<file path="src/dwpi_pkg.sv">
// ----------------------------------------------------------------------------
// dwpi_pkg: shared types and constants for the dual wheel PI controller
// Fixed-point widths, sequencer operation codes, register map and the
// integral saturation helper.
// ----------------------------------------------------------------------------
package dwpi_pkg;

  // Width of the committed integral, signed Q(INTEGRAL_BITS-16).16 volts
  localparam int INTEGRAL_BITS = 32;

  localparam int SPEED_W = 16;
  localparam int DIFF_W  = SPEED_W + 1;           // ref - meas
  localparam int ERR_W   = 25;                    // gear * diff, |x| < 2^24
  localparam int TERM_W  = 41;                    // gain * err
  localparam int PROP_W  = 37;                    // proportional term / increment, Q.16
  localparam int MULB_W  = 17;                    // unsigned 16-bit operand plus sign
  localparam int MULA_W  = (INTEGRAL_BITS > TERM_W) ? INTEGRAL_BITS : TERM_W;
  localparam int PROD_W  = MULA_W + MULB_W;
  localparam int SUM_W   = ((INTEGRAL_BITS > PROP_W) ? INTEGRAL_BITS : PROP_W) + 1;
  localparam int SCL_W   = INTEGRAL_BITS + MULB_W; // volt * percent_per_volt
  localparam int CMD_W   = 8;

  localparam logic signed [SUM_W-1:0] INT_HI =
    SUM_W'({1'b0, {(INTEGRAL_BITS-1){1'b1}}});
  localparam logic signed [SUM_W-1:0] INT_LO = ~INT_HI;

  localparam logic signed [CMD_W-1:0] CMD_POS = 8'sd100;
  localparam logic signed [CMD_W-1:0] CMD_NEG = -8'sd100;

  // Register map
  localparam int CFG_IDX_W = 3;
  typedef enum logic [CFG_IDX_W-1:0] {
    REG_PROP_GAIN        = 3'd0,
    REG_INTEGRAL_GAIN    = 3'd1,
    REG_GEAR_RATIO       = 3'd2,
    REG_VOLTAGE_LIMIT    = 3'd3,
    REG_PERCENT_PER_VOLT = 3'd4
  } reg_idx_t;

  localparam logic [15:0] RST_PROP_GAIN        = 16'd184;
  localparam logic [15:0] RST_INTEGRAL_GAIN    = 16'd848;
  localparam logic [7:0]  RST_GEAR_RATIO       = 8'd14;
  localparam logic [15:0] RST_VOLTAGE_LIMIT    = 16'd5837;
  localparam logic [15:0] RST_PERCENT_PER_VOLT = 16'd1123;

  typedef struct packed {
    logic [15:0] prop_gain;
    logic [15:0] integral_gain;
    logic [7:0]  gear_ratio;
    logic [15:0] voltage_limit;
    logic [15:0] percent_per_volt;
  } cfg_t;

  // One operation per cycle, issued by the sequencer to both wheel lanes
  typedef enum logic [3:0] {
    OP_NONE,
    OP_LOAD,
    OP_ERR,
    OP_PROP,
    OP_TERM,
    OP_INC,
    OP_CAND,
    OP_VOLT,
    OP_SCALE,
    OP_DONE
  } op_t;

  function automatic logic signed [INTEGRAL_BITS-1:0] sat_int(
    input logic signed [SUM_W-1:0] x
  );
    if (x > INT_HI) begin
      sat_int = INT_HI[INTEGRAL_BITS-1:0];
    end else if (x < INT_LO) begin
      sat_int = INT_LO[INTEGRAL_BITS-1:0];
    end else begin
      sat_int = x[INTEGRAL_BITS-1:0];
    end
  endfunction

endpackage

</file>
<file path="src/dwpi_lane.sv">
// ----------------------------------------------------------------------------
// dwpi_lane: PI datapath for one wheel
// One shared multiplier, operand selection by operation code, integral
// state with conditional commit, and the registered command output.
// ----------------------------------------------------------------------------
module dwpi_lane (
  input  logic                                 clk,
  input  logic                                 rst,
  input  dwpi_pkg::op_t                        op,
  input  dwpi_pkg::cfg_t                       cfg,
  input  logic signed [dwpi_pkg::SPEED_W-1:0]  ref_speed,
  input  logic signed [dwpi_pkg::SPEED_W-1:0]  meas_speed,
  input  logic [15:0]                          time_step,
  output logic signed [dwpi_pkg::CMD_W-1:0]    command,
  output logic                                 saturated
);
  import dwpi_pkg::*;

  localparam logic signed [SCL_W-1:0] CLAMP_HI = SCL_W'(100);
  localparam logic signed [SCL_W-1:0] CLAMP_LO = -CLAMP_HI;
  localparam logic signed [SCL_W-1:0] TRUNC_RND = SCL_W'(24'hFFFFFF);

  logic signed [DIFF_W-1:0]        diff;
  logic [15:0]                     dt;
  logic signed [ERR_W-1:0]         err;
  logic signed [PROP_W-1:0]        prop;
  logic signed [TERM_W-1:0]        term;
  logic signed [PROP_W-1:0]        inc;
  logic signed [INTEGRAL_BITS-1:0] cand;
  logic signed [INTEGRAL_BITS-1:0] volt;
  logic signed [INTEGRAL_BITS-1:0] integ;
  logic signed [SCL_W-1:0]         scaled;
  logic                            over_hi;
  logic                            over_lo;

  logic signed [MULA_W-1:0] mul_a;
  logic signed [MULB_W-1:0] mul_b;
  logic signed [PROD_W-1:0] prod;
  logic signed [SUM_W-1:0]  limit;
  logic signed [SUM_W-1:0]  volt_ext;
  logic signed [SCL_W-1:0]  rnd;
  logic signed [SCL_W-1:0]  quot;
  logic signed [CMD_W-1:0]  cmd_lin;

  always_comb begin
    mul_a = '0;
    mul_b = '0;
    case (op)
      OP_ERR: begin
        mul_a = MULA_W'(diff);
        mul_b = {{(MULB_W-8){1'b0}}, cfg.gear_ratio};
      end
      OP_PROP: begin
        mul_a = MULA_W'(err);
        mul_b = {1'b0, cfg.prop_gain};
      end
      OP_TERM: begin
        mul_a = MULA_W'(err);
        mul_b = {1'b0, cfg.integral_gain};
      end
      OP_INC: begin
        mul_a = MULA_W'(term);
        mul_b = {1'b0, dt};
      end
      OP_SCALE: begin
        mul_a = MULA_W'(volt);
        mul_b = {1'b0, cfg.percent_per_volt};
      end
      default: ;
    endcase
  end

  assign prod     = mul_a * mul_b;
  assign limit    = SUM_W'({cfg.voltage_limit, 8'b0});
  assign volt_ext = SUM_W'(volt);

  // truncate toward zero: bias negatives before the arithmetic shift
  assign rnd  = scaled[SCL_W-1] ? TRUNC_RND : '0;
  assign quot = (scaled + rnd) >>> 24;

  always_comb begin
    if (quot > CLAMP_HI) begin
      cmd_lin = CMD_POS;
    end else if (quot < CLAMP_LO) begin
      cmd_lin = CMD_NEG;
    end else begin
      cmd_lin = quot[CMD_W-1:0];
    end
  end

  always_ff @(posedge clk) begin
    case (op)
      OP_LOAD: begin
        diff <= DIFF_W'(ref_speed) - DIFF_W'(meas_speed);
        dt   <= time_step;
      end
      OP_ERR:  err  <= ERR_W'(prod);
      OP_PROP: prop <= PROP_W'(prod >>> 4);
      OP_TERM: term <= TERM_W'(prod);
      OP_INC:  inc  <= PROP_W'(prod >>> 20);
      OP_CAND: cand <= sat_int(SUM_W'(integ) + SUM_W'(inc));
      OP_VOLT: volt <= sat_int(SUM_W'(prop) + SUM_W'(cand));
      OP_SCALE: begin
        scaled  <= SCL_W'(prod);
        over_hi <= volt_ext > limit;
        over_lo <= volt_ext < -limit;
      end
      OP_DONE: begin
        if (over_hi) begin
          command   <= CMD_POS;
          saturated <= 1'b1;
        end else if (over_lo) begin
          command   <= CMD_NEG;
          saturated <= 1'b1;
        end else begin
          command   <= cmd_lin;
          saturated <= 1'b0;
        end
      end
      default: ;
    endcase
  end

  // integral only moves forward when the voltage stayed within the limit
  always_ff @(posedge clk) begin
    if (rst) begin
      integ <= '0;
    end else if (op == OP_DONE && !over_hi && !over_lo) begin
      integ <= cand;
    end
  end

endmodule

</file>
<file path="config.mk">
export PLATFORM = sky130hd
export DESIGN_NAME = dwpi_lane
export DESIGN_NICKNAME = d
export VERILOG_FILES = /design/src/dwpi_pkg.sv /design/src/dwpi_lane.sv
export SDC_FILE = /design/constraint.sdc
export NUM_CORES = 2
export LEC_CHECK = 0
export BUFFER_PORTS_ARGS = -buffer_cell sky130_fd_sc_hd__buf_2
export CAP_MARGIN = 10
export CORE_MARGIN = 2
export CORE_UTILIZATION = 30
export CTS_BUF_LIST = sky130_fd_sc_hd__clkbuf_4
export CTS_CLUSTER_DIAMETER = 80
export DETAILED_ROUTE_END_ITERATION = 7
export SETUP_SLACK_MARGIN = 0.15
export SLEW_MARGIN = 25
export SYNTH_ARGS = -nofsm -noshare
export SYNTH_HDL_FRONTEND = slang
export SYNTH_SLANG_ARGS = --single-unit
</file>
<file path="constraint.sdc">
create_clock -name clk -period 17.1 [get_ports clk]
set_input_delay 4.275 -clock clk [delete_from_list [all_inputs] [get_ports clk]]
set_output_delay 4.275 -clock clk [all_outputs]
set_load 0.01 [all_outputs]
</file>
# Word level (Yosys, flattened, before mapping)
# Cells that the tools add are included.
# Widths: inputs -> output; s select.
# word_totals
reg_bits	329
latchBits	0
mem_bits_rw	0
mem_bits_ro	0
in_bits	126
out_inout_bits	9
mem_count	0
# classes
addsub	5
mul	1
div_mod_pow	0
magnitude_cmp	8
eq_ne	9
n_shift	0
muxes	9
bitwise	0
n_reduce_logical	6
# ops
op	count
$pmux 41 s4	1
$pmux 16 s5	1
$gt 38x32->1 const B	2
$lt 38x32->1 const B	2
$mux 32	2
$mul 41x17->57	1
$add 49x25->49	1
$add 32x37->38	1
$add 37x32->38	1
$lt 32x38->1	1
$neg 24->38	1
$gt 32x25->1	1
$gt 25x8->1 const B	1
$lt 25x8->1 const B	1
$mux 24	1
$mux 8	3
$sub 16x16->17	1
$eq 4x3->1 const B	4
$eq 4x2->1 const B	2
$eq 4x4->1 const B	2
$eq 4x1->1 const B	1
$reduce_or 4->1	1
$logic_and 1x1->1	2
$logic_not 1->1	2
other kinds (2)	2

# Depth between registers and ports, before layout
# logic_depth
word_depth	6
ltp_mapped	34
mapped_depth_nobuf	31

# Least setup slack after synthesis
# OpenSTA, ideal clock, no wires.
# synth_path
path_kind	input port to flip-flop
startpoint	input op[0]
endpoint	register inc[25], data pin
setup_ns	0.268
arrival_ns	13.114
setup_slack_ns	3.717
cell_stages	29
n_path_buf	5
path_cell_list	clkbuf_1 nor3_1 clkbuf_1 clkbuf_1 clkbuf_1 a22oi_1 nand3_1 clkbuf_1 nand2_1 fa_1 fa_1 fa_1 inv_1 fa_1 fa_1 inv_1 fa_1 inv_1 ha_1 a2111oi_0 o21ai_0 o21ai_0 nand3_1 a22oi_1 o21ai_0 a21boi_0 o21ai_0 a221oi_1 xnor2_1
# synth_via
elab_chain_cells	4
elab_cells_between_ends	9
# synth_lines
element	line	source
from (decl)	dwpi_lane.sv:9	input dwpi_pkg::op_t op,
$eq 4x3->1 / $eq 4x2->1 (equally long branches)	dwpi_lane.sv:48	case (op)
$reduce_or 2->1 (no source line)	n/a	
$pmux 41 s4	dwpi_lane.sv:48	
$mul 41x17->57 (*)	dwpi_lane.sv:73	assign prod = mul_a * mul_b;
named net prod[45]	dwpi_lane.sv:38	logic signed [PROD_W-1:0] prod;
to (signal assigned)	dwpi_lane.sv:100	OP_INC: inc <= PROP_W'(prod >>> 20);
to (decl)	dwpi_lane.sv:28	logic signed [PROP_W-1:0] inc;
# The timed path passes the listed nets; every way through them passes the cells marked *.
# A chain may end at the register's enable or synchronous reset.

# Worst setup path after layout
# layout_path
startpoint	input op[0]
endpoint	register inc[34], data pin
# The elaborated chain is that of the path after synthesis.

==> summary.txt <==
Clock power frac: 27.9%
Initial Utilization: 30.2%
P_leak: 0.0200 uW
cts repair resizes: 0
fillers: 14,000
clk sinks: 329
Port-buffer cells: 134
worst setup margin: 3.90 ns
fmax: 75.8 MHz
DIE AREA: 139,000 um^2
clk_lat worst skew: 0.83 ns
TritonCTS Buffers: 89
FF+latch count, synth: 329
Hold Path Sink: integ[12]
largest area contributor in the netlist: fa_1
clock slew at reported path FFs: 0.07 ns
Post-synth ARST share: 0%
most instantiated cells after synthesis: inv_1 (789), nand2_1 (624), fa_1 (613)
Site Rows: 135
Die Y: 373 um
syn avg cell area: 9.42 um^2
final clock period utilization by the worst path: 77.2%
reg-to-reg endpoint: inc[34]
DRC violations left: 0
final-stage net count: 5,449
top post-synthesis cells by area: fa_1 (30%), edfxtp_1 (22%), ha_1 (9.0%)
Critical Path RT: 17.63 ns
htree depth: 3
Via Count: 31,400
vias per std cell: 5.01
cell count after synthesis: 4,330
Tmin final: 13.20 ns
CTS tree: yes
R2R Setup Slk: 8.04 ns
Fin. Hold Viols: 0
Max-Cap Viols: 0
Post-Route Skew: 0.0500 ns
DIE WIDTH: 373 um
Reg power frac: 37.6%
initial antenna violation count: 7
Post-synth EDFFs: 297
register area: 9560 um^2
WL per Instance: 19.7 um
Max VDD drop: 0.0457 mV
GRT overflow: 0
Synth Flop Type: edfxtp_1
Layout area overhead: 9.17%
hold_sp: integ[12]
vias in the first global route: 32,400
critical path type: input pin to flip-flop
RSZ-0062 raised after global routing: no
first-pass GRT wire length: 194,000 um
Min-Delay Path Class: flip-flop to flip-flop
I/O Pins: 135
# setup viols final: 0
worst-path maximum fanout: 50
dpl cells: 6,108
status: completed
GRT Total Usage: 17.9%
core area: 135,000 um^2
worst path arrival time: 13.72 ns
DRT Pass-1 Iters: 6
share of Yosys cell area claimed by the top area cell type: 30.1%
post-DP HPWL: 97,000 um
Int Power: 1610 uW
post-CTS setup buffer count: 0
ANT nets after route: 0
pwr dens: 57.9 nW/um^2
switching power: 965 uW
crit path capture type: flip-flop
hold path depth: 2
logic gate share of total power: 34.5%
Post-Syn Area: 40,800 um^2
share of cells above drive strength 1: 8.58%
Total Wirelength: 123,000 um
final max-slew violation count: 0
Post-CTS Hold Buffers: 0
Synthesized Nets: 5,361
Ys Warns: 0
top-count cell post-synth: inv_1
TNS Setup: 0 ns
largest net degree at the start of global routing: 59
Max Root-Sink Buffers: 3
Switching Fraction: 37.4%
register area share after synthesis: 23.4%
worst r2r path cells: 26
worst r2r src: diff[16]
Post-Layout Cell Count: 6,272
Root Driver: clkbuf_4
Final Wtd Congestion: 0.923
CP Launch Type: input pin
pre-CTS WS: 3.31 ns
initial DRC count: 2,677
Unique masters post-synth: 82
Worst Tran Pin Value: 1.12 ns
area of the multi-input gates: 27,600 um^2
Relative slew margins: 24.7%
[through the flow]
| step | cell area (um^2) | util [%] | total power (uW) | hold WS (ns) |
|---|---|---|---|---|
| after floorplan | 40800 | - | 1550 | 0.434 |
| after global placement | 43300 | 32.1 | 1860 | 0.450 |
| after detailed placement | 43400 | 32.1 | 1870 | 0.455 |
| after CTS | 44500 | 32.9 | 2600 | 0.463 |
| after global routing | 44500 | 32.9 | 2730 | 0.489 |
| final | 44500 | 32.9 | 2580 | 0.466 |
[area by class of cell]
class | count | area share, %
Inverter | 789 | 6.65
Antenna cell | 5 | 0.0281
Clock inverter | 26 | 0.323
Sequential cell | 329 | 21.5
Tap cell | 1781 | 5.01
Timing Repair Buffer | 175 | 2.19
Clock buffer | 133 | 2.24
Multi-Input combinational cell | 3034 | 62.1
[cells in the final DEF, fill, tap and decap left out, drive strengths merged, types with 25 or more instances in the layout]
cell type and instances:
a21o 98, a21oi 199, a222oi 26, and2 26
and3 29, buf 174, clkbuf 133, dfxtp 32
edfxtp 297, fa 613, ha 292, inv 790
nand2 624, nand2b 36, nand3 53, nand4 37
nor2 351, nor2b 26, nor3 28, o21ai 141
o21bai 25, xnor2 101, xor2 52
[worst max path at each step]
| stage | startpoint | end | slack, ns | cells past startpoint |
|---|---|---|---|---|
| after detailed placement | op[2] | inc[34] | 3.31 | 27 |
| final | op[0] | inc[34] | 3.90 | 28 |
| after global placement | op[0] | inc[34] | 3.41 | 28 |
| after floorplan | op[0] | inc[25] | 3.72 | 29 |
| after CTS | op[0] | inc[34] | 4.15 | 28 |
| after global routing | op[2] | inc[34] | 3.64 | 27 |
[critical path: stages]
cell	delay, ns
buf_2	0.16
nor4b_2	0.28
buf_4	0.56
nand2_1	0.47
nand2_1	0.50
a21o_1	0.57
a21o_1	0.49
nand2_1	0.15
fa_1	0.56
fa_1	0.44
fa_1	0.52
inv_1	0.05
fa_1	0.46
fa_1	0.54
inv_1	0.06
fa_1	0.59
inv_1	0.06
ha_1	0.38
a21o_1	0.20
a21o_1	0.16
a21oi_1	0.21
nor4bb_1	0.48
o311ai_0	0.46
buf_4	0.29
nand4_1	0.13
a21oi_1	0.14
a221oi_1	0.34
xnor2_1	0.13
[power groups by stage]
stage               Combinational, uW  Clock (uW)  Sequential [uW]
global placement                  874           0              987
CTS                               891         739              969
detailed placement                881           0              986
global route                      985         777              971
floorplan                         572           0              977
finish                            888         719              969
[per-layer routing]
layer | up-vias | GRT usage, % | routed length (um)
li1 | 14300 | - | -
met1 | 15700 | 23.3 | 51500
met2 | 1205 | 29.7 | 58200
met3 | 221 | 4.03 | 9610
met4 | 6 | 5.55 | 4010
met5 | - | 0 | 34
[logic make-up (layout without fill, tap and decap cells)]
group	count (synthesis)	after routing	share of synthesized area (%)
XOR/XNOR	153	153	3.29
multiplexers	5	5	0.129
AND/OR/NAND/NOR	1280	1280	13.7
adder cells (fa/ha/maj)	905	905	39.1
AO/OA/AOI/OAI	691	691	11.4
buffers and inverters	967	1123	9.04
other	0	5	0
flip-flops	329	329	23.4
[sequential cells by signal, summed over array words and instances (netlist names)]
signal	flops
volt	32
over_lo	1
scaled	49
cand	32
prop	37
command	8
dt	16
diff	17
term	41
integ	32
saturated	1
inc	37
over_hi	1
err	25
No activity file was read; power rests on OpenSTA's default activity.
