### config.mk
export PLATFORM = sky130hd
export DESIGN_NAME = dwpi_ctrl
export DESIGN_NICKNAME = d
export VERILOG_FILES = /design/src/dwpi_pkg.sv /design/src/dwpi_ctrl.sv
export SDC_FILE = /design/constraint.sdc
export NUM_CORES = 1
export LEC_CHECK = 0
export BUFFER_PORTS_ARGS = -buffer_cell sky130_fd_sc_hd__clkbuf_2
export CAP_MARGIN = 10
export CORE_AREA = 4 4 41 43
export DETAILED_ROUTE_END_ITERATION = 12
export DIE_AREA = 0 0 45 47
export GPL_TIMING_DRIVEN = 0
export SLEW_MARGIN = 20
export SYNTH_ARGS = -nofsm -noshare
export SYNTH_HDL_FRONTEND = slang
export SYNTH_SLANG_ARGS = --single-unit
### constraint.sdc
create_clock -name clk -period 1.76 [get_ports clk]
set_input_delay 0.088 -clock clk [delete_from_list [all_inputs] [get_ports clk]]
set_output_delay 0.088 -clock clk [all_outputs]
set_load 0.01 [all_outputs]
### src/dwpi_pkg.sv
// ----------------------------------------------------------------------------
// dwpi_pkg: shared types and constants for the dual wheel PI controller
// Fixed-point widths, sequencer operation codes, register map and the
// integral saturation helper.
// ----------------------------------------------------------------------------
package dwpi_pkg;

  // Width of the committed integral, signed Q(INTEGRAL_BITS-16).16 volts
  localparam int INTEGRAL_BITS = 32;

  localparam int SPEED_W = 16;
  localparam int DIFF_W  = SPEED_W + 1;           // ref - meas
  localparam int ERR_W   = 25;                    // gear * diff, |x| < 2^24
  localparam int TERM_W  = 41;                    // gain * err
  localparam int PROP_W  = 37;                    // proportional term / increment, Q.16
  localparam int MULB_W  = 17;                    // unsigned 16-bit operand plus sign
  localparam int MULA_W  = (INTEGRAL_BITS > TERM_W) ? INTEGRAL_BITS : TERM_W;
  localparam int PROD_W  = MULA_W + MULB_W;
  localparam int SUM_W   = ((INTEGRAL_BITS > PROP_W) ? INTEGRAL_BITS : PROP_W) + 1;
  localparam int SCL_W   = INTEGRAL_BITS + MULB_W; // volt * percent_per_volt
  localparam int CMD_W   = 8;

  localparam logic signed [SUM_W-1:0] INT_HI =
    SUM_W'({1'b0, {(INTEGRAL_BITS-1){1'b1}}});
  localparam logic signed [SUM_W-1:0] INT_LO = ~INT_HI;

  localparam logic signed [CMD_W-1:0] CMD_POS = 8'sd100;
  localparam logic signed [CMD_W-1:0] CMD_NEG = -8'sd100;

  // Register map
  localparam int CFG_IDX_W = 3;
  typedef enum logic [CFG_IDX_W-1:0] {
    REG_PROP_GAIN        = 3'd0,
    REG_INTEGRAL_GAIN    = 3'd1,
    REG_GEAR_RATIO       = 3'd2,
    REG_VOLTAGE_LIMIT    = 3'd3,
    REG_PERCENT_PER_VOLT = 3'd4
  } reg_idx_t;

  localparam logic [15:0] RST_PROP_GAIN        = 16'd184;
  localparam logic [15:0] RST_INTEGRAL_GAIN    = 16'd848;
  localparam logic [7:0]  RST_GEAR_RATIO       = 8'd14;
  localparam logic [15:0] RST_VOLTAGE_LIMIT    = 16'd5837;
  localparam logic [15:0] RST_PERCENT_PER_VOLT = 16'd1123;

  typedef struct packed {
    logic [15:0] prop_gain;
    logic [15:0] integral_gain;
    logic [7:0]  gear_ratio;
    logic [15:0] voltage_limit;
    logic [15:0] percent_per_volt;
  } cfg_t;

  // One operation per cycle, issued by the sequencer to both wheel lanes
  typedef enum logic [3:0] {
    OP_NONE,
    OP_LOAD,
    OP_ERR,
    OP_PROP,
    OP_TERM,
    OP_INC,
    OP_CAND,
    OP_VOLT,
    OP_SCALE,
    OP_DONE
  } op_t;

  function automatic logic signed [INTEGRAL_BITS-1:0] sat_int(
    input logic signed [SUM_W-1:0] x
  );
    if (x > INT_HI) begin
      sat_int = INT_HI[INTEGRAL_BITS-1:0];
    end else if (x < INT_LO) begin
      sat_int = INT_LO[INTEGRAL_BITS-1:0];
    end else begin
      sat_int = x[INTEGRAL_BITS-1:0];
    end
  endfunction

endpackage

### src/dwpi_ctrl.sv
// ----------------------------------------------------------------------------
// dwpi_ctrl: sequencer for the PI update
// Steps both wheel lanes through the operation list and owns the result
// valid flag; a new item is taken while an earlier result waits.
// ----------------------------------------------------------------------------
module dwpi_ctrl (
  input  logic           clk,
  input  logic           rst,
  input  logic           s_tvalid,
  output logic           s_tready,
  output logic           m_tvalid,
  input  logic           m_tready,
  output dwpi_pkg::op_t  op
);
  import dwpi_pkg::*;

  typedef enum logic [3:0] {
    ST_IDLE,
    ST_ERR,
    ST_PROP,
    ST_TERM,
    ST_INC,
    ST_CAND,
    ST_VOLT,
    ST_SCALE,
    ST_DONE
  } state_t;

  state_t state;
  logic   out_free;

  assign out_free = !m_tvalid || m_tready;
  assign s_tready = (state == ST_IDLE);

  always_comb begin
    op = OP_NONE;
    case (state)
      ST_IDLE:  if (s_tvalid) op = OP_LOAD;
      ST_ERR:   op = OP_ERR;
      ST_PROP:  op = OP_PROP;
      ST_TERM:  op = OP_TERM;
      ST_INC:   op = OP_INC;
      ST_CAND:  op = OP_CAND;
      ST_VOLT:  op = OP_VOLT;
      ST_SCALE: op = OP_SCALE;
      ST_DONE:  if (out_free) op = OP_DONE;
      default:  op = OP_NONE;
    endcase
  end

  always_ff @(posedge clk) begin
    if (rst) begin
      state    <= ST_IDLE;
      m_tvalid <= 1'b0;
    end else begin
      // result lands in the lane output registers on the last step
      if (state == ST_DONE && out_free) begin
        m_tvalid <= 1'b1;
      end else if (m_tvalid && m_tready) begin
        m_tvalid <= 1'b0;
      end
      case (state)
        ST_IDLE:  if (s_tvalid) state <= ST_ERR;
        ST_ERR:   state <= ST_PROP;
        ST_PROP:  state <= ST_TERM;
        ST_TERM:  state <= ST_INC;
        ST_INC:   state <= ST_CAND;
        ST_CAND:  state <= ST_VOLT;
        ST_VOLT:  state <= ST_SCALE;
        ST_SCALE: state <= ST_DONE;
        ST_DONE: begin
          if (out_free) begin
            state <= ST_IDLE;
          end
        end
        default:  state <= ST_IDLE;
      endcase
    end
  end

endmodule

## Word-level counts from Yosys, hierarchy flattened

Cells that the tools add are included.

- Word-level logic and storage cells: 27
- Output and inout bits: 6
- Flip-flop bits (word level): 5

- Eq/ne operators: 10
- Muxes and demuxes: 8
- Reductions and logical operators: 7

Operators by type and width:

| operator | count |
|---|---|
| case mux 4 bit (9 select lines) | 2 |
| == test 4 x 3 -> 1 bit (second input constant) | 4 |
| two-way mux 4 bit | 3 |
| == test 4 x 2 -> 1 bit (second input constant) | 2 |
| == test 4 x 1 -> 1 bit (second input constant) | 1 |
| == test 4 bit (second input constant) | 1 |
| zero test 4 bit | 1 |
| != test 2 bit (second input constant) | 2 |
| two-way mux 1 bit | 3 |
| logical AND 1 bit | 2 |
| AND reduction 2 bit | 1 |
| nonzero test 2 bit | 1 |
| zero test 1 bit | 1 |
| logical OR 1 bit | 1 |

## Longest topological paths before layout

Gate-level depths: netlist of the first run.

- Depth after elaboration: 4
- Mapped depth: 4

## Worst setup path before layout of the first run

Ideal clock, no wire load.

- Path type: register to register
- Start: register state[0]
- End: register state[3]
- Setup slack: 289 ps
- Stages on the path, launching flop included: 5
- Library setup time: 66 ps
- Path buffers: 1
- Data arrival time: 1405 ps
- Cell sequence: dfxtp_1 buf_6 or4b_4 or3b_1 a21oi_2

- Longest elaborated chain between the ends: 3

RTL lines:

| element | RTL line | RTL |
|---|---|---|
| start: declaration | dwpi_ctrl.sv:29 | `state_t state;` |
| start signal: assignment | dwpi_ctrl.sv:53 | `state <= ST_IDLE;` |
| start signal: assignment | dwpi_ctrl.sv:63 | `ST_IDLE: if (s_tvalid) state <= ST_ERR;` |
| start signal: assignment | dwpi_ctrl.sv:64 | `ST_ERR: state <= ST_PROP;` |
| == test 4 bit / zero test 4 bit (equally long branches) | dwpi_ctrl.sv:62 | `case (state)` |
| != test 2 bit (no line) | n/a |  |
| AND reduction 2 bit (no line) | n/a |  |

Several ways; a longest one is shown, not always the timed one.
A chain may end at the register's enable or synchronous reset.

## Worst setup path after layout of the first run

- Start: register state[1]
- End: output op[3]

- Longest elaborated chain between the ends: 2

RTL lines:

| element | RTL line | RTL |
|---|---|---|
| == test 4 bit (tied with other cells) | dwpi_ctrl.sv:37 | `case (state)` |
| case mux 4 bit (9 select lines) * | dwpi_ctrl.sv:37 |  |
| end: declaration | dwpi_ctrl.sv:13 | `output dwpi_pkg::op_t op` |

Every way passes the cells marked *; elsewhere a longest branch is shown, timed or not.

==> impl_results.md, run 1 <==
- WL final: 568 um
- Worst reg2reg startpoint: state[1]$_SDFFE_PP0P_
- Clk buf depth: 2
- Synth area leader: dfxtp_1
- P&R area growth vs syn: 33.33%
- WL/cell: around 9.6 um
- CTS Root Cell: clkbuf_4
- Postcts setup bufs: 0
- Max frequency: about 610 MHz
- DRT Pass-1 Iters: 2
- Final setup violation count: 0
- GRT overflow: 0
- Post-route ant nets: 0
- Crit-path most repeated cell: clkbuf_2
- Layout Nets: between 40 and 50
- Initial Util: 20.77%
- Syn Inst Count: 31
- Layout Skew: between 0.0015 and 0.002 ns
- Min Hold Slack: between 0.01 and 0.015 ns
- DRC errors left: 0
- Commonest non-fill, non-tap cells in the layout: 10 x clkbuf_2, 5 x dfxtp_1, 4 x nor3_1, 3 x nor2_1, 3 x clkbuf_4
- Met3 Track Usage GR: ~2.3%
- RSZ-0062 raised after global routing: false
- Commonest non-fill, non-tap cell in the layout: clkbuf_2
- M2 GR Usage: roughly a tenth
- Largest net degree at the start of global routing: 11
- DIE AREA: 0.002115 mm2
- Final worst path period need: between 1.5 and 2 ns
- Yosys warning total: 0
- Critical Path Start Type: flop
- Mapped Nets: 35
- Critical Path Source: state[1]$_SDFFE_PP0P_
- Pwr/cell area: roughly 890 mW/mm2
- I/O pin count: 10
- Max Cap Violations: 0
- Worst-Skew Late Latency: approximately 0.24 ns
- Clk pin slew, worst setup/hold paths: around 0.040 ns
- Initial antenna violation count: 0
- Met1 GRT Util: under 10%
- Register bit total from synthesis: 5
- Detailed placement HPWL: roughly 430 um
- CTS tree: built
- Top-area cell type share of the netlist area: 37.04%
- Crit path required time: between 1.5 and 2 ns
- Tightest Hold Check Type: in -> reg
- Hold_buf cts: 0
- First-pass GRT wire length: ~1 mm
- VDD IR max: between 0.2 and 0.3 mV
- Fillers: approximately 160
- Die H: ~47 um
- Count of different cell masters after synthesis: 21
- LEAKAGE: between 0.15 and 0.2 nW
- CTS Buf Count: 3
- Worst-path cell chain: clkbuf_2 -> or4b_4 -> o21ai_0 -> clkbuf_2
- Post-CTS Resized: 0
- CP arrival: roughly 1.5 ns
- Syn_area_per_cell: ~8.7 um2
- Fin crit share: 92.45%
- Crit-path slowest cell: or4b_4
- Worst Path Class, Setup: reg -> out
- Core Footprint: roughly 0.0013 mm2
- Worst slew pin tran: ~0.33 ns
- Via-to-Cell Ratio: about 4.3
- Hold wc startpoint: rst
- Final Hold Fails: 0
- IO buf count: 9
- Layout cells sized above 1: roughly two fifths
- Max-slew violations: 0
- Top Usage Layer GRT: met4
- Crit-path max cell delay: roughly 0.5 ns
- Setup TNS Final: 0 ns
- Die X: between 40 and 50 um
- Crit path max fanout: 7
- Sequential-to-total area share from yosys stat: 37.04%
- Headroom to the max-slew limit: between 70 and 80%
- Final Util: 27.69%
- Top post-synthesis cells by area: dfxtp_1 37%, nor3_1 7.4%, or4b_4 5.1%
- Vias: between 200 and 300
- Row count: 13
- Vias in the first global route: 233
- Status: completed
- Clock sink count: 5
- GRT Total Usage: approximately 7.6%
- Ant diodes: 0
- DR iter-0 viols: 1
- Gpl congestion: around 0.69
- CP endpoint kind: output pin
- Post-Syn Area: approximately 270 um2
- H-tree depth: 1
==> power breakdown <==
group | switching [W] | internal [W]
Sequential | 0.00000238 | 0.000119
Clock | 0.0000495 | 0.0000859
Combinational | 0.0000351 | 0.0000292
==> through the flow <==
stage	area, um2	std cells	power, W	worst slack, ns
2_1_floorplan	270.3	31	0.0001665	0.2886
3_3_place_gp	334.1	55	0.0001885	0.2578
3_5_place_dp	334.1	55	0.0001889	0.2436
4_1_cts	360.3	59	0.0003269	0.1176
5_1_grt	360.3	59	0.0003398	0.01266
6_report	360.3	59	0.0003212	0.1329
==> flip-flops by register name, summed over array words and instances (netlist names) <==
signal	flops
m_tvalid	1
state	4
==> kinds of logic (layout without fill, tap and decap cells) <==
logic type                after synthesis  in the layout  share of synthesized area, %
DFF                                     5              5                         37.04
AOI/OAI and AO/OA                       5              5                         13.42
xor gates and xnor gates                2              2                         6.483
buffers and inverters                   5             18                         11.57
and+or+nand+nor                        14             14                         31.48
==> synthesized netlist by cell type (all sizes together) <==
library cell / instances
a21o: 1
a21oi: 2
buf: 2
clkbuf: 1
dfxtp: 5
inv: 2
nand2: 1
nand2b: 1
nand4b: 1
nor2: 3
nor2b: 1
nor3: 4
nor4: 1
o21ai: 1
o32a: 1
or3b: 1
or4b: 1
xnor2: 1
xor2: 1
==> cell type report <==
type                       instances  area (um2)  share of cell area [%]
multi-input combinational         21       138.9                   38.54
sequential                         5       100.1                   27.78
timing repair buffer               9       45.04                   12.50
clock buffer                       4       26.28                   7.292
buffer                             3       23.77                   6.597
tap                               15       18.77                   5.208
inverter                           2       7.507                   2.083
==> metal layers <==
layer / vias up / routed length [um] / share of wire [%]
met5: - / 0 / 0
li1: 133 / - / -
met4: 0 / 10 / 1.8
met1: 113 / 252 / 44
met3: 2 / 7 / 1.2
met2: 6 / 298 / 52
==> path summary, 6_finish.rpt <==
kind                      endpoint  slack (ns)  cells after the start
max                          op[3]        0.13                      4
min          m_tvalid$_SDFFE_PP0P_        0.01                      2
min reg2reg  state[0]$_SDFFE_PP0P_        0.52                      2
max reg2reg  state[3]$_SDFFE_PP0P_        0.24                      4
==> critical path: cells and delay by family, from the launching register on <==
family / cells / cell delay (ns)
simple gates: 1 / 0.51
buf+inv: 2 / 0.31
flops: 1 / 0.29
compound gates: 1 / 0.18
Note: power is estimated with default switching activity, not from simulation.
==> inputs of run 2 (changes only) <==
--- a/config.mk
+++ b/config.mk
@@ -11,6 +11,7 @@
 export DETAILED_ROUTE_END_ITERATION = 12
 export DIE_AREA = 0 0 45 47
 export GPL_TIMING_DRIVEN = 0
+export RECOVER_POWER = 100
 export SLEW_MARGIN = 20
 export SYNTH_ARGS = -nofsm -noshare
 export SYNTH_HDL_FRONTEND = slang
==> impl_results.md, run 2 (same netlist as run 1, synthesis figures left out) <==
- DRC errors left: 0 (unchanged)
- Postcts setup bufs: 0 (unchanged)
- Critical Path Start Type: flop
- RSZ-0062 raised after global routing: false
- DR iter-0 viols: 1 (unchanged)
- Max reg flops: 4 (unchanged)
- CP endpoint kind: output pin
- Layout Nets: 49 (unchanged)
- Layout cells sized above 1: 27.27% (-11 points)
- Commonest non-fill, non-tap cell in the layout: clkbuf_1
- CTS tree: built
- Largest net degree at the start of global routing: 11 (unchanged)
- IO buf count: 9 (unchanged)
- Post-route ant nets: 0 (unchanged)
- Vias: 252 (-0.79%)
- Vias in the first global route: 233 (unchanged)
- Post-CTS Resized: 0 (unchanged)
- Hold_buf cts: 0 (unchanged)
- Final setup violation count: 0 (unchanged)
- VDD IR max: 0.2708 mV (-2.5%)
- LEAKAGE: 0.1413 nW (-10%)
- WL/cell: 9.729 um (+1.1%)
- Ant diodes: 0 (unchanged)
- Final worst path period need: 1.622 ns (-0.004842 ns)
- CTS Buf Count: 3 (unchanged)
- Fin crit share: 92.17% (-0.28 points)
- DIE AREA: 0.002115 mm2 (unchanged)
- WL final: 574 um (+1.1%)
- Area of the multi-input gates: 138.9 um2 (unchanged)
- CTS Root Cell: clkbuf_4
- Max frequency: 616.4 MHz (+0.30%)
- Power Total: 0.0003175 W (-1.2%)
- Die H: 47 um (unchanged)
- Pwr/cell area: 896.6 mW/mm2 (+0.59%)
- CP arrival: 1.53 ns (about the same)
- Initial antenna violation count: 0 (unchanged)
- I/O pin count: 10 (unchanged)
- Register Area: 100.1 um2 (unchanged)
- Commonest non-fill, non-tap cells in the layout: 6 x clkbuf_1, 5 x clkbuf_2, 5 x dfxtp_1, 4 x nor3_1
- Tightest Hold Check Type: in -> reg
- Worst-Skew Late Latency: 0.24 ns (about the same)
- Max Cap Violations: 0 (unchanged)
- Final Hold Fails: 0 (unchanged)
- GRT Total Usage: 7.583% (unchanged)
- Status: completed
- DRT Pass-1 Iters: 2 (unchanged)
- Initial Util: 20.77% (unchanged)
- Fillers: 159 (+0.63%)
- Regs by FF count: state (4), m_tvalid (1)
- Setup TNS Final: 0 ns (unchanged)
- GRT overflow: 0 (unchanged)
- Max-slew violations: 0 (unchanged)
- Clk pin slew, worst setup/hold paths: 0.05 ns (about the same)
- Clock sink count: 5 (unchanged)
- Detailed placement HPWL: 430.3 um (unchanged)
- Row count: 13 (unchanged)
- Die X: 45 um (unchanged)
- First-pass GRT wire length: 1.021 mm (unchanged)
- Layout Skew: 0.002562 ns (+0.0009986 ns)
- Crit path required time: 1.67 ns (about the same)
- Crit path max fanout: 7 (unchanged)
- Clk buf depth: 2 (unchanged)
- Core Footprint: 0.001301 mm2 (unchanged)
- Largest Register: state
- Worst Path Class, Setup: reg -> out
- H-tree depth: 1 (unchanged)
- Headroom to the max-slew limit: 78.31% (+0.47 points)
- P&R area growth vs syn: 31.02%
- Worst slew pin tran: 0.3224 ns (-0.007036 ns)
- Via-to-Cell Ratio: 4.271 (-0.79%)
- Gpl congestion: 0.6938 (unchanged)
[run 2: cell types whose count changed in the layout (fill, tap and decap cells not counted)]
cell,change
clkbuf_1,+5
clkbuf_2,-5
[run 2: area by class of cell]
| class | count | area share (%) |
|---|---|---|
| Timing Repair Buffer | 9 | 10.95 |
| Clock buffer | 4 | 7.420 |
| Buffer | 3 | 6.714 |
| Tap cell | 15 | 5.300 |
| Multi-Input combinational cell | 21 | 39.22 |
| Sequential cell | 5 | 28.27 |
| Inverter | 2 | 2.120 |
[run 2: metal layers]
layer / vias to the layer above / track usage, % / share of wire [%]
li1: 133 / - / -
met1: 113 / 8.182 / 44
met2: 6 / 9.322 / 52
met3: 0 / 2.299 / 3.7
met4: 0 / 12.28 / 0
met5: - / 0 / 0
[run 2: worst max-delay path: stages (launching register included)]
cell and delay [ns]:
dfxtp_1 0.29, clkbuf_2 0.15, or4b_4 0.51, o21ai_0 0.18, clkbuf_2 0.16
[run 2: power breakdown]
group          total (W)  leakage [nW]  internal (W)  switching, W
Combinational  0.0000608        0.0856     0.0000258     0.0000350
Clock           0.000135        0.0150     0.0000859     0.0000493
Sequential      0.000121        0.0407      0.000119    0.00000240
Total           0.000317         0.141      0.000231     0.0000867
[run 2: final timing paths]
| path | slack, ns | cells past startpoint | startpoint | endpoint |
|---|---|---|---|---|
| max | 0.14 | 4 | state[1]$_SDFFE_PP0P_ | op[3] |
| max reg2reg | 0.24 | 4 | state[1]$_SDFFE_PP0P_ | state[3]$_SDFFE_PP0P_ |
| min | 0.01 | 2 | rst | m_tvalid$_SDFFE_PP0P_ |
| min reg2reg | 0.52 | 2 | state[0]$_SDFFE_PP0P_ | state[0]$_SDFFE_PP0P_ |
[run 2: per-stage QoR]
stage | setup WS [ns] | cells | cell area, um2 | hold slack (ns) | utilization (%)
floorplan | 0.2886 | 31 | 270.3 | 0.1571 | -
global placement | 0.2578 | 55 | 334.1 | 0.2686 | 25.67
detailed placement | 0.2436 | 55 | 334.1 | 0.2675 | 25.67
CTS | 0.1176 | 59 | 360.3 | 0.01110 | 27.69
global route | 0.01266 | 59 | 354.1 | 0.02995 | 27.21
finish | 0.1378 | 59 | 354.1 | 0.01249 | 27.21
