**src/dwpi_pkg.sv**
```systemverilog
// ----------------------------------------------------------------------------
// dwpi_pkg: shared types and constants for the dual wheel PI controller
// Fixed-point widths, sequencer operation codes, register map and the
// integral saturation helper.
// ----------------------------------------------------------------------------
package dwpi_pkg;

  // Width of the committed integral, signed Q(INTEGRAL_BITS-16).16 volts
  localparam int INTEGRAL_BITS = 32;

  localparam int SPEED_W = 16;
  localparam int DIFF_W  = SPEED_W + 1;           // ref - meas
  localparam int ERR_W   = 25;                    // gear * diff, |x| < 2^24
  localparam int TERM_W  = 41;                    // gain * err
  localparam int PROP_W  = 37;                    // proportional term / increment, Q.16
  localparam int MULB_W  = 17;                    // unsigned 16-bit operand plus sign
  localparam int MULA_W  = (INTEGRAL_BITS > TERM_W) ? INTEGRAL_BITS : TERM_W;
  localparam int PROD_W  = MULA_W + MULB_W;
  localparam int SUM_W   = ((INTEGRAL_BITS > PROP_W) ? INTEGRAL_BITS : PROP_W) + 1;
  localparam int SCL_W   = INTEGRAL_BITS + MULB_W; // volt * percent_per_volt
  localparam int CMD_W   = 8;

  localparam logic signed [SUM_W-1:0] INT_HI =
    SUM_W'({1'b0, {(INTEGRAL_BITS-1){1'b1}}});
  localparam logic signed [SUM_W-1:0] INT_LO = ~INT_HI;

  localparam logic signed [CMD_W-1:0] CMD_POS = 8'sd100;
  localparam logic signed [CMD_W-1:0] CMD_NEG = -8'sd100;

  // Register map
  localparam int CFG_IDX_W = 3;
  typedef enum logic [CFG_IDX_W-1:0] {
    REG_PROP_GAIN        = 3'd0,
    REG_INTEGRAL_GAIN    = 3'd1,
    REG_GEAR_RATIO       = 3'd2,
    REG_VOLTAGE_LIMIT    = 3'd3,
    REG_PERCENT_PER_VOLT = 3'd4
  } reg_idx_t;

  localparam logic [15:0] RST_PROP_GAIN        = 16'd184;
  localparam logic [15:0] RST_INTEGRAL_GAIN    = 16'd848;
  localparam logic [7:0]  RST_GEAR_RATIO       = 8'd14;
  localparam logic [15:0] RST_VOLTAGE_LIMIT    = 16'd5837;
  localparam logic [15:0] RST_PERCENT_PER_VOLT = 16'd1123;

  typedef struct packed {
    logic [15:0] prop_gain;
    logic [15:0] integral_gain;
    logic [7:0]  gear_ratio;
    logic [15:0] voltage_limit;
    logic [15:0] percent_per_volt;
  } cfg_t;

  // One operation per cycle, issued by the sequencer to both wheel lanes
  typedef enum logic [3:0] {
    OP_NONE,
    OP_LOAD,
    OP_ERR,
    OP_PROP,
    OP_TERM,
    OP_INC,
    OP_CAND,
    OP_VOLT,
    OP_SCALE,
    OP_DONE
  } op_t;

  function automatic logic signed [INTEGRAL_BITS-1:0] sat_int(
    input logic signed [SUM_W-1:0] x
  );
    if (x > INT_HI) begin
      sat_int = INT_HI[INTEGRAL_BITS-1:0];
    end else if (x < INT_LO) begin
      sat_int = INT_LO[INTEGRAL_BITS-1:0];
    end else begin
      sat_int = x[INTEGRAL_BITS-1:0];
    end
  endfunction

endpackage

```
**src/dwpi_cfg.sv**
```systemverilog
// ----------------------------------------------------------------------------
// dwpi_cfg: controller gain and limit registers
// Takes one write per cycle; indexes beyond the register map are dropped.
// ----------------------------------------------------------------------------
module dwpi_cfg (
  input  logic                              clk,
  input  logic                              rst,
  input  logic                              cfg_valid,
  output logic                              cfg_ready,
  input  logic [dwpi_pkg::CFG_IDX_W-1:0]    cfg_index,
  input  logic [15:0]                       cfg_data,
  output dwpi_pkg::cfg_t                    cfg
);
  import dwpi_pkg::*;

  assign cfg_ready = 1'b1;

  always_ff @(posedge clk) begin
    if (rst) begin
      cfg.prop_gain        <= RST_PROP_GAIN;
      cfg.integral_gain    <= RST_INTEGRAL_GAIN;
      cfg.gear_ratio       <= RST_GEAR_RATIO;
      cfg.voltage_limit    <= RST_VOLTAGE_LIMIT;
      cfg.percent_per_volt <= RST_PERCENT_PER_VOLT;
    end else if (cfg_valid) begin
      case (cfg_index)
        REG_PROP_GAIN:        cfg.prop_gain        <= cfg_data;
        REG_INTEGRAL_GAIN:    cfg.integral_gain    <= cfg_data;
        REG_GEAR_RATIO:       cfg.gear_ratio       <= cfg_data[7:0];
        REG_VOLTAGE_LIMIT:    cfg.voltage_limit    <= cfg_data;
        REG_PERCENT_PER_VOLT: cfg.percent_per_volt <= cfg_data;
        default: ;
      endcase
    end
  end

endmodule

```
**config.mk**
```make
export PLATFORM = sky130hd
export DESIGN_NAME = dwpi_cfg
export DESIGN_NICKNAME = d
export VERILOG_FILES = /design/src/dwpi_pkg.sv /design/src/dwpi_cfg.sv
export SDC_FILE = /design/constraint.sdc
export NUM_CORES = 1
export LEC_CHECK = 0
export BUFFER_PORTS_ARGS = -buffer_cell sky130_fd_sc_hd__buf_2
export CAP_MARGIN = 25
export CORE_MARGIN = 2
export CORE_UTILIZATION = 25
export DETAILED_ROUTE_END_ITERATION = 6
export MAX_ROUTING_LAYER = met4
export PLACE_DENSITY = 0.53
export SLEW_MARGIN = 20
export SYNTH_ARGS = -nofsm -noshare
export SYNTH_HDL_FRONTEND = slang
export SYNTH_SLANG_ARGS = --single-unit
```
**constraint.sdc**
```tcl
create_clock -name clk -period 2.13 [get_ports clk]
set_input_delay 0.639 -clock clk [delete_from_list [all_inputs] [get_ports clk]]
set_output_delay 0.639 -clock clk [all_outputs]
set_load 0.01 [all_outputs]
```
### Word level (Yosys, flattened, before mapping)

Index checks and enable logic that the tools add are counted.

| cells by class | value |
|---|---|
| eq/ne operators | 4 |
| reduce and logical (&&, ||, !) cells | 6 |

Operators by type and width:

| cell | count |
|---|---|
| 2-bit AND reduction | 5 |
| 3-bit by 2-bit equality test with 1-bit output (second input constant) | 2 |
| 3-bit by 1-bit equality test with 1-bit output (second input constant) | 1 |
| 3-bit equality test (second input constant) | 1 |
| 3-bit logical NOT | 1 |

| word-level totals | value |
|---|---|
| output and inout bits | 73 |
| input port bits | 22 |
| logic and storage cells | 15 |
| flip-flop bits (word level) | 72 |

### Depth between registers and ports, before layout

Gate-level depths: netlist of run 1.

| depth | value |
|---|---|
| word-level depth | 2 |
| mapped depth | 5 |
| gate-level depth less buffers | 2 |

### Worst setup path before layout of run 1

Ideal clock, no wire load.

| timing path | value |
|---|---|
| kind | input port to flip-flop |
| start | input cfg_index[0] (netlist bit) |
| end | register cfg[61] (netlist bit) |
| library setup time | 121 ps |
| arrival time | 1577 ps |
| stages on the path | 4 |
| required time | 2009 ps |
| slack | 432 ps |
| cells stage by stage | buf_4 or4b_4 buf_6 mux2i_1 |

| on the way | value |
|---|---|
| longest elaborated chain between the ends | 2 |

Ends and longest elaborated chain:

| element | line | RTL |
|---|---|---|
| start: declaration | dwpi_cfg.sv:10 | `input logic [dwpi_pkg::CFG_IDX_W-1:0] cfg_index,` |
| 3-bit logical NOT | dwpi_cfg.sv:26 | `case (cfg_index)` |
| 2-bit AND reduction (no source line) | n/a |  |
| end: declaration | dwpi_cfg.sv:12 | `output dwpi_pkg::cfg_t cfg` |

No other way between the ends.
A chain may end at the register's enable or synchronous reset.

### Worst setup path in the final report of run 1

| timing path | value |
|---|---|
| start | input cfg_index[0] (netlist bit) |
| end | register cfg[69] (netlist bit) |

Same word-level chain as after synthesis.

==> flow_summary_export.csv, run 1 <==
group,metric,value,unit
timing,fmaxAchievable,684,MHz
clock_tree,clockRootBuffer,"clkbuf_16",
setup_path,cp_max_fo,10,
worst_hold_path,worstHoldPathType,"reg2reg",
power,p_per_area,794,nW/um^2
setup_path,path_class,"in2reg",
clock_tree,cts.sinks,72,
setup_path,reg2reg_depth,2,
clock_tree,htreeDepth,3,
setup_path,crit_chain,"buf_2 > or4b_4 > mux2i_1",
clock_tree,post_cts.resized_instances,0,
power,p_leak,1.84,nW
placement,dp_cells,499,
placement,dpl.hpwl,5.26,mm
floorplan,die_area,12700,sq um
drt,drc,0,
setup_path,max_stage_delay,690,ps
final_layout,finish.net_count,389,
setup_path,start_kind,"primary input",
setup_path,reg2reg_to,"cfg[61]$_SDFFE_PP1P_",
drt,vias_per_cell,4.20,
global_routing,grt_max_degree,101,
setup_path,cp_top_family,"simple AND/OR/NAND/NOR gates",
setup_path,crit_required,2330,ps
floorplan,ioPinCount,95,
logic_synthesis,yosysSeqAreaShare,49.0,%
global_routing,grt_usage,12.8,%
setup_path,r2r_slack,1520,ps
clock_tree,post-cts-setup-buffer-count,0,
drt,first_pass_iters,6,
logic_synthesis,avgSynthCellArea,10.6,sq um
logic_synthesis,synthCells,279,
final_layout,final_cell_area,3830,sq um
global_routing,antenna_found_initial,0,
drt,dr.first_iter.drc_count,40,
final_layout,drive_above_1_share,32.3,%
power,peakVddDrop,274,uV
final_layout,n_antenna_cell,0,
clock_tree,tritoncts,"yes",
timing,skew,0,ps
drt,ant_nets,0,
setup_path,endpoint,"cfg[69]$_SDFFE_PP0P_",
floorplan,coreArea,11500,sq um
global_routing,grt_pass1_wl,12.0,mm
final_layout,reg.largest.list,"cfg: 72 flops",
clock_tree,clk_pin_slew,50,ps
final_layout,fin_util,33.4,%
clock_tree,cts_made_buffers,9,
floorplan,start_util,25.7,%
global_routing,grt_pass1_vias,2157,
drt,drt_wl_total,7.55,mm
logic_synthesis,synth_nets,301,
final_layout,final_cell_mix,"buf_2, mux2i_1, dfxtp_1, nand2b_1, nor2_1",
floorplan,fp.dieW,113,microns
drt,avgRoutedWirePerCell,14.7,microns
timing,setup_violations,0,
worst_hold_path,worstHoldStart,"cfg[9]$_SDFFE_PP0P_",
setup_path,endpoint_kind,"flip-flop",
final_layout,nFillCells,1193,
timing,finalCritPeriodShare,68.7,%
placement,placed_area,3540,sq um
power,p_total,3.04,mW
drt,num_vias,2162,
final_layout,mostFrequentLayoutCell,"buf_2",
placement,numPortBuffers,93,
global_routing,grt-ovfl-total,0,
timing,post-route-min-period,1460,ps
setup_path,startpoint,"cfg_index[0]",
setup_path,cp.depth,3,
timing,tns,0,ps
logic_synthesis,netlist_area,2940,sq um
outcome,status,"completed",
logic_synthesis,synth_cell_type_count,16,
floorplan,die_y,113,microns
clock_tree,worstSkewPairLatency,320,ps
final_layout,multi_input_area,1390,sq um
floorplan,placementRows,39,
placement,gp_congestion,0.691,
setup_path,slowest_stage,"or4b_4",
final_layout,seq_area,1440,sq um
clock_tree,postCtsHoldBufs,0,
timing,rsz0062_at_grt,"false",
flow_run,drv_cap,0,
setup_path,worstPathArrival,1660,ps
final_layout,top_register,"cfg",
timing,slew_viol_final,0,
logic_synthesis,synth_seq_cells,72,
timing,hold_violations,0,
final_layout,instances_no_fill,515,
final_layout,syn2layout_area_growth,30.0,%
worst_hold_path,hold_path_depth,2,
setup_path,r2r-start,"cfg[61]$_SDFFE_PP1P_",
logic_synthesis,synth-warning-count,0,
clock_tree,cts.path.max_buffers,2,
final_layout,largest_reg_flops,72,
setup_path,cp_num_buf_inv,1,
==> layer usage <==
layer | global-route usage (%) | up-vias | wire length, microns
met1 | 16.7 | 1005 | 3750
met3 | 3.13 | 5 | 327
met4 | 5.12 | 0 | 59
li1 | - | 1093 | -
met5 | - | - | 0
met2 | 19.1 | 59 | 3410
==> kinds of logic after synthesis <==
group	share of synthesized area, %
muxes	24.5
buffers and inverters	3.99
other	0.127
DFF	49.0
and+or+nand+nor	22.4
==> synth_stat cells (all sizes together) <==
library cell	n	area, sq um
conb	1	3.75
and4b	1	10.0
nand4bb	3	33.8
nor4b	1	23.8
nor4bb	1	10.0
or4b	1	13.8
buf	11	68.8
nor2	36	135
dfxtp	72	1440
clkbuf	13	48.8
nand2b	64	400
nand4b	1	8.76
and4bb	2	25.0
mux2i	72	721
==> through the flow <==
stage / hold WS, ps / worst slack [ps]
final: 470 / 667
after global routing: 491 / 632
after CTS: 473 / 650
after detailed placement: 462 / 333
after global placement: 457 / 360
after floorplan: 493 / 432
==> final cells by class <==
cell class                 instances  share of cell area [%]
clock buffer                      13                    7.06
clock inverter                     3                   0.392
multi-input combinational        183                    36.2
sequential                        72                    37.6
tap                              143                    4.67
timing repair buffer             101                    14.1
==> worst min-delay path, cell delays in order, from the launching register on <==
cell	delay, ps
dfxtp_1	300
nand2b_1	60
mux2i_1	60
==> worst min-delay path by stage <==
stage | endpoint | slack, ps
final | cfg[9]$_SDFFE_PP0P_ | 470
after global routing | cfg[45]$_SDFFE_PP0P_ | 490
after CTS | cfg[50]$_SDFFE_PP0P_ | 470
after detailed placement | cfg[36]$_SDFFE_PP0P_ | 460
after global placement | cfg[38]$_SDFFE_PP0P_ | 460
after floorplan | cfg[24]$_SDFFE_PP0P_ | 490
==> where the power goes <==
part | internal [mW] | total, mW | switching, mW
Clock | 0.878 | 1.42 | 0.544
Combinational | 0.101 | 0.223 | 0.123
Sequential | 1.38 | 1.39 | 0.0154
Power figures use the tool's default switching activity.
==> run 2, diff against run 1 <==
- PLACE_DENSITY: 0.53 -> 0.55
- clock period: 2.13 -> 1.3 ns (I/O delays scaled with it)
==> flow_summary_export.csv, run 2 (same netlist as run 1, synthesis figures left out) <==
group,metric,value,unit
setup_path,slowest_stage,"dfxtp_1",
placement,place_ws,-185,ps
floorplan,ioPinCount,95,
drt,vias_per_cell,4.22,
setup_path,crit_required,910,ps
timing,slew_viol_final,0,
floorplan,fp.dieW,113,microns
power,pwr-share-clk,45.2,%
global_routing,grt-ovfl-total,0,
timing,fin_hold_ws,336,ps
timing,post-route-min-period,1200,ps
power,p_comb_share,8.3,%
floorplan,coreArea,11500,sq um
floorplan,placementRows,39,
setup_path,cp_max_fo,2,
setup_path,path_class,"reg2out",
setup_path,start_kind,"flip-flop",
clock_tree,post_cts.resized_instances,0,
power,p_per_area,1240,nW/um^2
power,p_int,3.81,mW
clock_tree,cts_made_buffers,9,
timing,fmaxAchievable,833,MHz
placement,dpl.hpwl,5.50,mm
clock_tree,cts.sinks,72,
timing,finalCritPeriodShare,92.4,%
timing,rsz0062_at_grt,"false",
power,p_leak,1.91,nW
final_layout,mostFrequentLayoutCell,"buf_2",
final_layout,final_cell_area,3960,sq um
drt,first_pass_iters,4,
timing,skew,0,ps
clock_tree,cts.path.max_buffers,2,
setup_path,cp_top_family,"flip-flops",
placement,placed_area,3700,sq um
drt,dr.first_iter.drc_count,73,
final_layout,final_cell_mix,"buf_2, mux2i_1, dfxtp_1, nand2b_1, nor2_1",
clock_tree,clockRootBuffer,"clkbuf_16",
final_layout,reg.largest.list,"cfg: 72 flops",
worst_hold_path,worstHoldPathType,"in2reg",
global_routing,grt_max_degree,47,
final_layout,drive_above_1_share,33.9,%
final_layout,largest_reg_flops,72,
floorplan,start_util,25.7,%
flow_run,drv_cap,0,
drt,avgRoutedWirePerCell,14.2,microns
placement,gp_congestion,0.727,
global_routing,grt_usage,12.7,%
power,peakVddDrop,579,uV
drt,drt_wl_total,7.46,mm
setup_path,worstPathArrival,810,ps
setup_path,max_stage_delay,340,ps
clock_tree,post-cts-setup-buffer-count,0,
drt,ant_nets,0,
timing,hold_violations,0,
timing,setup_violations,0,
power,p_sw_share,22.2,%
setup_path,endpoint_kind,"output port",
global_routing,grt_pass1_vias,2188,
final_layout,syn2layout_area_growth,34.4,%
clock_tree,htreeDepth,3,
outcome,status,"completed",
final_layout,top_register,"cfg",
final_layout,n_antenna_cell,0,
clock_tree,worstSkewPairLatency,330,ps
floorplan,die_y,113,microns
global_routing,antenna_found_initial,0,
clock_tree,clk_pin_slew,50,ps
drt,drc,0,
power,p_sw,1.09,mW
drt,num_vias,2209,
final_layout,fin_util,34.5,%
final_layout,finish.net_count,401,
setup_path,crit_chain,"buf_2",
placement,numPortBuffers,93,
global_routing,grt_pass1_wl,11.7,mm
timing,timing.final.ws_setup,98.9,ps
setup_path,cp_num_buf_inv,1,
power,p_seq_share,46.6,%
clock_tree,postCtsHoldBufs,0,
floorplan,die_area,12700,sq um
clock_tree,tritoncts,"yes",
## run 2: area by class of cell
class,instances,area (sq um)
clock buffers,12,256
clock inverters,1,5.00
fillers,1145,7510
multi-input cells,183,1390
flip-flops and latches,72,1440
well taps,143,179
repair buffers,113,691
## run 2: path summary, 6_finish.rpt
path	cells past startpoint	startpoint	slack, ps	endpoint
worst max register to register	2	cfg[6]$_SDFFE_PP1P_	670	cfg[6]$_SDFFE_PP1P_
worst max-delay path	1	cfg[69]$_SDFFE_PP0P_	100	cfg[69]
worst min register to register	2	cfg[31]$_SDFFE_PP0P_	470	cfg[31]$_SDFFE_PP0P_
worst min-delay path	3	cfg_data[8]	340	cfg[48]$_SDFFE_PP1P_
## run 2: per-layer routing
metal,routed length [microns],track usage (%),up-vias
li1,-,-,1120
met1,3570,15.6,1015
met2,3270,18.5,63
met3,461,4.48,11
met4,159,6.10,0
met5,0,-,-
## run 2: metrics by stage
| step | power, mW | cells | setup TNS, ps |
|---|---|---|---|
| finish | 4.90 | 524 | 0 |
| global route | 5.12 | 524 | 0 |
| CTS | 5.00 | 524 | 0 |
| detailed placement | 2.74 | 511 | -5800 |
| global placement | 2.74 | 511 | -5100 |
| floorplan | 2.57 | 279 | -1170 |
## run 2: power by group through the flow
stage                     registers (mW)  clock network [mW]  logic [mW]
after floorplan                     2.35                   0       0.214
after global placement              2.33                   0       0.408
after detailed placement            2.33                   0       0.412
after CTS                           2.28                2.30       0.413
after global routing                2.29                2.39       0.444
final                               2.28                2.22       0.405
==> run 3, diff against run 2 <==
==> constraint.sdc (replaced) <==
create_clock -name clk -period 1.3 [get_ports clk]
set_input_delay 0.195 -clock clk [delete_from_list [all_inputs] [get_ports clk]]
set_output_delay 0.195 -clock clk [all_outputs]
set_load 0.01 [all_outputs]
==> flow_summary_export.csv, run 3 (same netlist as run 1, synthesis figures left out) <==
group,metric,value,unit
setup_path,cp.depth,1,
setup_path,startpoint,"cfg[35]$_SDFFE_PP1P_",
global_routing,grt_pass1_vias,2183,
placement,gp_congestion,0.728,
power,p_total,4.92,mW
timing,setup_violations,0,
drt,ant_nets,0,
global_routing,grt-ovfl-total,0,
setup_path,path_class,"reg2out",
clock_tree,tritoncts,"yes",
floorplan,placementRows,39,
placement,dp_cells,506,
clock_tree,post-cts-setup-buffer-count,0,
placement,dpl.hpwl,5.34,mm
timing,tns,0,ps
flow_run,drv_cap,0,
drt,drc,0,
final_layout,drive_above_1_share,32.5,%
clock_tree,cts.path.max_buffers,2,
final_layout,n_antenna_cell,0,
drt,avgRoutedWirePerCell,14.3,microns
power,peakVddDrop,619,uV
outcome,status,"completed",
timing,fmaxAchievable,972,MHz
final_layout,syn2layout_area_growth,32.9,%
final_layout,largest_reg_flops,72,
worst_hold_path,worstHoldPathType,"in2reg",
timing,finalCritPeriodShare,79.1,%
worst_hold_path,worstHoldStart,"cfg_data[12]",
power,p_leak,1.88,nW
final_layout,reg.largest.list,"cfg: 72 flops",
timing,rsz0062_at_grt,"false",
drt,dr.first_iter.drc_count,95,
final_layout,finish.net_count,396,
clock_tree,cts.sinks,72,
setup_path,r2r_slack,680,ps
final_layout,mostFrequentLayoutCell,"buf_2",
timing,slew_viol_final,0,
setup_path,reg2reg_to,"cfg[35]$_SDFFE_PP1P_",
clock_tree,cts_made_buffers,9,
timing,post-route-min-period,1030,ps
clock_tree,htreeDepth,3,
floorplan,ioPinCount,95,
global_routing,antenna_found_initial,0,
drt,num_vias,2208,
final_layout,final_cell_mix,"buf_2, mux2i_1, dfxtp_1, nand2b_1, nor2_1",
setup_path,crit_required,1110,ps
setup_path,max_stage_delay,360,ps
setup_path,endpoint,"cfg[35]",
setup_path,r2r-start,"cfg[35]$_SDFFE_PP1P_",
floorplan,die_y,113,microns
clock_tree,clk_pin_slew,60,ps
setup_path,cp_max_fo,2,
timing,skew,0,ps
floorplan,start_util,25.7,%
drt,drt_wl_total,7.44,mm
global_routing,grt_pass1_wl,11.9,mm
floorplan,coreArea,11500,sq um
floorplan,die_area,12700,sq um
setup_path,worstPathArrival,830,ps
global_routing,grt_usage,12.8,%
final_layout,nFillCells,1158,
setup_path,crit_chain,"buf_2",
final_layout,instances_no_fill,521,
clock_tree,clockRootBuffer,"clkbuf_16",
power,p_per_area,1260,nW/um^2
placement,numPortBuffers,93,
timing,hold_violations,0,
setup_path,cp_num_buf_inv,1,
drt,vias_per_cell,4.24,
setup_path,start_kind,"flip-flop",
clock_tree,postCtsHoldBufs,0,
setup_path,reg2reg_depth,2,
setup_path,cp_top_family,"flip-flops",
floorplan,fp.dieW,113,microns
setup_path,endpoint_kind,"output port",
setup_path,slowest_stage,"dfxtp_1",
global_routing,grt_max_degree,53,
drt,first_pass_iters,4,
final_layout,top_register,"cfg",
clock_tree,post_cts.resized_instances,0,
clock_tree,worstSkewPairLatency,330,ps
run 3: final cells by class:
class / instances / area [sq um] / area share, %
Clock buffer: 15 / 268 / 6.84
Multi-Input combinational cell: 183 / 1390 / 35.4
Sequential cell: 72 / 1440 / 36.8
Tap cell: 143 / 179 / 4.57
Timing Repair Buffer: 108 / 641 / 16.4
run 3: per-stage QoR:
| step | area (sq um) | hold slack [ps] | worst slack, ps | utilization [%] |
|---|---|---|---|---|
| after floorplan | 2940 | 362 | 46.1 | - |
| after global placement | 3650 | 457 | 37.0 | 31.8 |
| after detailed placement | 3650 | 462 | 28.8 | 31.8 |
| after CTS | 3910 | 127 | 231 | 34.1 |
| after global routing | 3910 | 157 | 231 | 34.1 |
| final | 3910 | 150 | 271 | 34.1 |
run 3: per-layer routing:
layer / global-route usage (%) / part of all wire, %
met5: - / 0
met4: 6.34 / 1.4
met3: 3.19 / 4.5
met2: 19.1 / 46
met1: 16.2 / 48
run 3: worst min-delay path by stage:
stage / cells after the start / slack (ps) / end
after floorplan: 2 / 360 / cfg[28]$_SDFFE_PP1P_
after global placement: 2 / 460 / cfg[14]$_SDFFE_PP0P_
after detailed placement: 2 / 460 / cfg[36]$_SDFFE_PP0P_
after CTS: 3 / 130 / cfg[28]$_SDFFE_PP1P_
after global routing: 3 / 160 / cfg[25]$_SDFFE_PP1P_
final: 3 / 150 / cfg[28]$_SDFFE_PP1P_
run 3: power by group:
group / internal [mW] / switching, mW
sequential: 2.26 / 0.0258
combinational: 0.186 / 0.204
clock: 1.39 / 0.863
